## src/hdl/sbhs_pkg.sv

```systemverilog
package sbhs_pkg;

    localparam int FRAME_WIDTH  = 480;
    localparam int FRAME_HEIGHT = 360;
    localparam int PIX_COUNT    = FRAME_WIDTH * FRAME_HEIGHT;
    localparam int ADDR_W       = $clog2(PIX_COUNT);

    localparam int CFG_TRAIL = 0;
    localparam int CFG_GAIN  = 1;

    typedef logic [8:0]        path_rom_t [512];
    typedef logic signed [4:0] wob_rom_t  [1024];

    localparam real AngleDen  = 640000000.0;
    localparam real AngleStep = 7853940.0;

    function automatic path_rom_t build_x_path();
        path_rom_t rom;
        real a;
        for (int i = 0; i < 512; i++) begin
            a = (2.0 * i * AngleStep) / AngleDen;
            rom[i] = 9'($rtoi($floor(232.0 + 165.0 * $sin(a))));
        end
        return rom;
    endfunction

    function automatic path_rom_t build_y_path();
        path_rom_t rom;
        real a;
        for (int i = 0; i < 512; i++) begin
            a = (i * AngleStep) / AngleDen;
            rom[i] = 9'($rtoi($floor(172.0 + 90.0 * $sin(a))));
        end
        return rom;
    endfunction

    function automatic wob_rom_t build_wobble();
        wob_rom_t rom;
        real b;
        for (int i = 0; i < 1024; i++) begin
            b = (i * (AngleStep / 2.0)) / AngleDen;
            rom[i] = 5'($rtoi(15.0 * $sin(b)));
        end
        return rom;
    endfunction

    localparam path_rom_t X_PATH = build_x_path();
    localparam path_rom_t Y_PATH = build_y_path();
    localparam wob_rom_t  WOBBLE = build_wobble();

    localparam logic [2:0] STAMP_ROM [256] = '{
        0,0,0,0,0,0,0,1,1,0,0,0,0,0,0,0,
        0,0,0,0,0,1,1,1,1,1,1,0,0,0,0,0,
        0,0,0,1,1,1,2,2,2,2,1,1,1,0,0,0,
        0,0,1,1,2,2,2,3,3,2,2,2,1,1,0,0,
        0,0,1,2,2,3,3,3,3,3,3,2,2,1,0,0,
        0,1,1,2,3,3,3,3,3,3,3,3,2,1,1,0,
        0,1,2,2,3,3,3,4,4,3,3,3,2,2,1,0,
        1,1,2,3,3,3,4,4,4,4,3,3,3,2,1,1,
        1,1,2,3,3,3,4,4,4,4,3,3,3,2,1,1,
        0,1,2,2,3,3,3,4,4,3,3,3,2,2,1,0,
        0,1,1,2,3,3,3,3,3,3,3,3,2,1,1,0,
        0,0,1,2,2,3,3,3,3,3,3,2,2,1,0,0,
        0,0,1,1,2,2,2,3,3,2,2,2,1,1,0,0,
        0,0,0,1,1,1,2,2,2,2,1,1,1,0,0,0,
        0,0,0,0,0,1,1,1,1,1,1,0,0,0,0,0,
        0,0,0,0,0,0,0,1,1,0,0,0,0,0,0,0
    };

    typedef struct packed {
        logic clr_step;
        logic load_in;
        logic arm_eval;
        logic rom_rd;
        logic sel_head;
        logic pos_ld;
        logic tail_clr;
        logic pix_rd;
        logic pix_wr;
        logic tick_inc;
        logic rd_px;
        logic out_ld;
    } cmd_t;

    typedef struct packed {
        logic clr_last;
        logic op;
        logic armed;
        logic cnt_last;
        logic out_free;
    } status_t;

endpackage

```

## src/hdl/sbhs_ctrl.sv

```systemverilog
module sbhs_ctrl (
    input  logic             aclk,
    input  logic             aresetn,
    input  logic             s_tvalid,
    output logic             s_tready,
    input  sbhs_pkg::status_t sts,
    output sbhs_pkg::cmd_t   cmd
);
    import sbhs_pkg::*;

    localparam logic [3:0] S_CLEAR = 4'd0;
    localparam logic [3:0] S_IDLE  = 4'd1;
    localparam logic [3:0] S_ARM   = 4'd2;
    localparam logic [3:0] S_TROM  = 4'd3;
    localparam logic [3:0] S_TPOS  = 4'd4;
    localparam logic [3:0] S_TRD   = 4'd5;
    localparam logic [3:0] S_TWR   = 4'd6;
    localparam logic [3:0] S_HROM  = 4'd7;
    localparam logic [3:0] S_HPOS  = 4'd8;
    localparam logic [3:0] S_HRD   = 4'd9;
    localparam logic [3:0] S_HWR   = 4'd10;
    localparam logic [3:0] S_PRD   = 4'd11;
    localparam logic [3:0] S_DONE  = 4'd12;

    logic [3:0] state_reg, state_next;

    assign s_tready = (state_reg == S_IDLE);

    always_ff @(posedge aclk) begin
        if (!aresetn) begin
            state_reg <= S_CLEAR;
        end else begin
            state_reg <= state_next;
        end
    end

    always_comb begin
        cmd        = '0;
        state_next = state_reg;
        unique case (state_reg)
            S_CLEAR: begin
                cmd.clr_step = 1'b1;
                if (sts.clr_last) state_next = S_IDLE;
            end
            S_IDLE: begin
                if (s_tvalid) begin
                    cmd.load_in = 1'b1;
                    state_next  = S_ARM;
                end
            end
            S_ARM: begin
                if (sts.op) begin
                    state_next = S_PRD;
                end else begin
                    cmd.arm_eval = 1'b1;
                    state_next   = S_TROM;
                end
            end
            S_TROM: begin
                if (sts.armed) begin
                    cmd.rom_rd = 1'b1;
                    state_next = S_TPOS;
                end else begin
                    cmd.tail_clr = 1'b1;
                    state_next   = S_HROM;
                end
            end
            S_TPOS: begin
                cmd.pos_ld = 1'b1;
                state_next = S_TRD;
            end
            S_TRD: begin
                cmd.pix_rd = 1'b1;
                state_next = S_TWR;
            end
            S_TWR: begin
                cmd.pix_wr = 1'b1;
                state_next = sts.cnt_last ? S_HROM : S_TRD;
            end
            S_HROM: begin
                cmd.rom_rd   = 1'b1;
                cmd.sel_head = 1'b1;
                state_next   = S_HPOS;
            end
            S_HPOS: begin
                cmd.pos_ld   = 1'b1;
                cmd.sel_head = 1'b1;
                state_next   = S_HRD;
            end
            S_HRD: begin
                cmd.pix_rd   = 1'b1;
                cmd.sel_head = 1'b1;
                state_next   = S_HWR;
            end
            S_HWR: begin
                cmd.pix_wr   = 1'b1;
                cmd.sel_head = 1'b1;
                if (sts.cnt_last) begin
                    cmd.tick_inc = 1'b1;
                    state_next   = S_DONE;
                end else begin
                    state_next = S_HRD;
                end
            end
            S_PRD: begin
                cmd.rd_px  = 1'b1;
                state_next = S_DONE;
            end
            S_DONE: begin
                if (sts.out_free) begin
                    cmd.out_ld = 1'b1;
                    state_next = S_IDLE;
                end
            end
            default: state_next = S_CLEAR;
        endcase
    end

endmodule

```

## config.mk

```make
export PLATFORM = sky130hd
export DESIGN_NAME = sbhs_ctrl
export DESIGN_NICKNAME = d
export VERILOG_FILES = /design/src/hdl/sbhs_pkg.sv /design/src/hdl/sbhs_ctrl.sv
export SDC_FILE = /design/constraint.sdc
export NUM_CORES = 1
export LEC_CHECK = 0
export BUFFER_PORTS_ARGS = -buffer_cell sky130_fd_sc_hd__buf_2
export CORE_AREA = 2 2 39 41
export DETAILED_ROUTE_END_ITERATION = 16
export DIE_AREA = 0 0 41 43
export PLACE_DENSITY = 0.61
export RECOVER_POWER = 50
export SYNTH_ARGS = -nofsm -noshare
export SYNTH_HDL_FRONTEND = slang
export SYNTH_SLANG_ARGS = --single-unit
```

## constraint.sdc

```tcl
create_clock -name aclk -period 2.1 [get_ports aclk]
set_clock_uncertainty 0.05 [all_clocks]
set_input_delay 0.21 -clock aclk [delete_from_list [all_inputs] [get_ports aclk]]
set_output_delay 0.21 -clock aclk [all_outputs]
set_load 0.02 [all_outputs]
```

==> flow_summary.yaml <==
status:
  status: "finished, final reports clean"
finish:
  drive_above_1_share: 0.253
  fillers: 171
  layout_common_cells: "buf_2 (16), nor2_1 (11), nand2_1 (7)"
  area_delta_synth_final_pct: 26.5
  nNetsFinal: 93
  largest_reg_flops: 4
  fin_cells: 99
  multi_input_area_um2: 308
  final_common_cell: "buf_2"
  antennaDiodeCount: 0
  seq_area_um2: 80.1
clocking:
  path_clk_slew_ns: 0.03
  ctsHoldBuffers: 0
  clock_latency_ns: 0.23
  cts_repair_resize_count: 0
  post-cts-setup-buffers: 0
  cts_made_buffers: 3
  tritoncts: "built"
  cts.path.max_buffers: 2
  htree_levels: 1
  clock-sinks: 4
  cts-root-buf: "clkbuf_4"
floorplanning:
  coreArea_um2: 1380
  die_h_um: 43
  die_w_um: 41
  start_util: 0.307
  dieArea_um2: 1760
  ios: 21
  row_count: 14
power:
  leakage_nw: 0.248
  peakVddDrop_mv: 0.337
  power_density_nw_per_um2: 1330
  finalPower_uw: 713
global_route:
  antenna_found_initial: 0
  grt_pass1_wl_um: 1700
  overflow: 0
  grt_pass1_vias: 436
  grt_max_degree: 19
  track_usage: 0.135
critical_path:
  cp.required_ns: 1.84
  cp-end-kind: "output port"
  startpoint_type: "flip-flop"
  crit_fanout: 17
  worstSetupPathType: "reg -> out"
  cp.arrival_ns: 1.56
placement:
  dp_hpwl_um: 815
  dpl.cell_count: 96
  pre_cts_slack_ns: 0.503
  port_buffers: 20
  place.gp.congestion: 0.742
job:
  drv_cap: 0
synth:
  syn_inst: 65
  ys_seq_area_frac: 0.189
  avgSynthCellArea_um2: 6.53
  ys_ff_latch: 4
  synth_warnings: 0
  syn_nets: 73
  synth.distinct_cells: 28
  synthesis.area_um2: 424
routing:
  drc: 0
  routedWlPerCell_um: 11.5
  ant_nets: 0
  via_per_inst: 5.30
  routed_wirelength_um: 1140
  first_pass_iters: 4
  drtIter0Drc: 32
  route.vias.total: 525
timing:
  setup_viol: 0
  final.setup.worst_slack_ns: 0.276
  rsz0062_at_grt: "false"
  finalHoldViolCount: 0
  period_share: 0.869
  fin_tns_setup_ns: 0
  fmax_mhz: 548
  slew_headroom: 0.651
  tightestPinTransition_ns: 0.523
  finalMaxSlewViolations: 0
  min_period_ns: 1.82
min_path:
  worstHoldPathType: "in -> reg"
kinds of logic after synthesis:
| kind of cell | synth area share |
|---|---|
| buffers and inverters | 0.0855 |
| DFF | 0.189 |
| and+or+nand+nor | 0.463 |
| AOI/OAI and AO/OA | 0.242 |
| xor gates and xnor gates | 0.0207 |
per-layer routing:
metal | GRT usage | wire [um] | up-vias
li1 | - | - | 271
met1 | 0.183 | 509 | 226
met2 | 0.203 | 538 | 28
met3 | 0 | 92 | 0
met4 | 0.0800 | 0 | 0
met5 | 0 | 0 | -
through the flow:
step	hold WS, ns	util	area (um^2)
after detailed placement	0.415	0.375	519
after global routing	0.194	0.388	537
after global placement	0.407	0.375	519
after CTS	0.179	0.392	542
final	0.187	0.388	537
after floorplan	0.282	-	424
area by class of cell:
| type | count | area share |
|---|---|---|
| sequential | 4 | 0.149 |
| tap | 16 | 0.0373 |
| timing repair buffer | 21 | 0.191 |
| clock buffer | 3 | 0.0420 |
| multi-input combinational | 54 | 0.573 |
| inverter | 1 | 0.00699 |
path summary, 6_finish.rpt:
path | start | endpoint | slack, ns | cells after the start
setup / recovery | state_reg[3]$_SDFFE_PN0P_ | cmd[7] | 0.28 | 3
hold / removal | aresetn | state_reg[3]$_SDFFE_PN0P_ | 0.19 | 2
setup reg to reg | state_reg[3]$_SDFFE_PN0P_ | state_reg[0]$_SDFFE_PN0P_ | 0.48 | 4
hold reg to reg | state_reg[0]$_SDFFE_PN0P_ | state_reg[3]$_SDFFE_PN0P_ | 0.73 | 3
critical path: stages (launching register included):
cell and delay [ns]:
dfxtp_1 0.64, nor2b_1 0.24, a32o_1 0.31, buf_2 0.15
power breakdown:
group          total (mW)  leakage [nW]  internal [mW]  switching, mW
Combinational       0.440         0.202          0.178          0.262
Clock              0.0907        0.0138         0.0636         0.0271
Sequential          0.182        0.0327          0.103         0.0793
synth_stat cells:
master,count,area [um^2]
a32o_1,1,10.0
nor2b_1,4,25.0
nor2_1,11,41.3
nand2b_1,2,12.5
o21a_1,2,15.0
and4b_1,1,10.0
a21oi_1,4,20.0
clkbuf_1,3,11.3
inv_1,1,3.75
a31oi_1,1,6.26
o221a_1,1,11.3
or2_2,1,6.26
nor4_1,2,12.5
buf_2,2,10.0
dfxtp_1,4,80.1
nand3_1,2,10.0
buf_6,1,11.3
nand2_1,7,26.3
and2_1,1,6.26
o31ai_1,2,15.0
nor3_1,1,5.00
and3_1,3,18.8
o21ai_0,1,5.00
a22oi_1,1,7.51
xnor2_1,1,8.76
o22ai_1,2,12.5
nor3b_1,2,15.0
or4_1,1,7.51
Power figures use the tool's default switching activity.
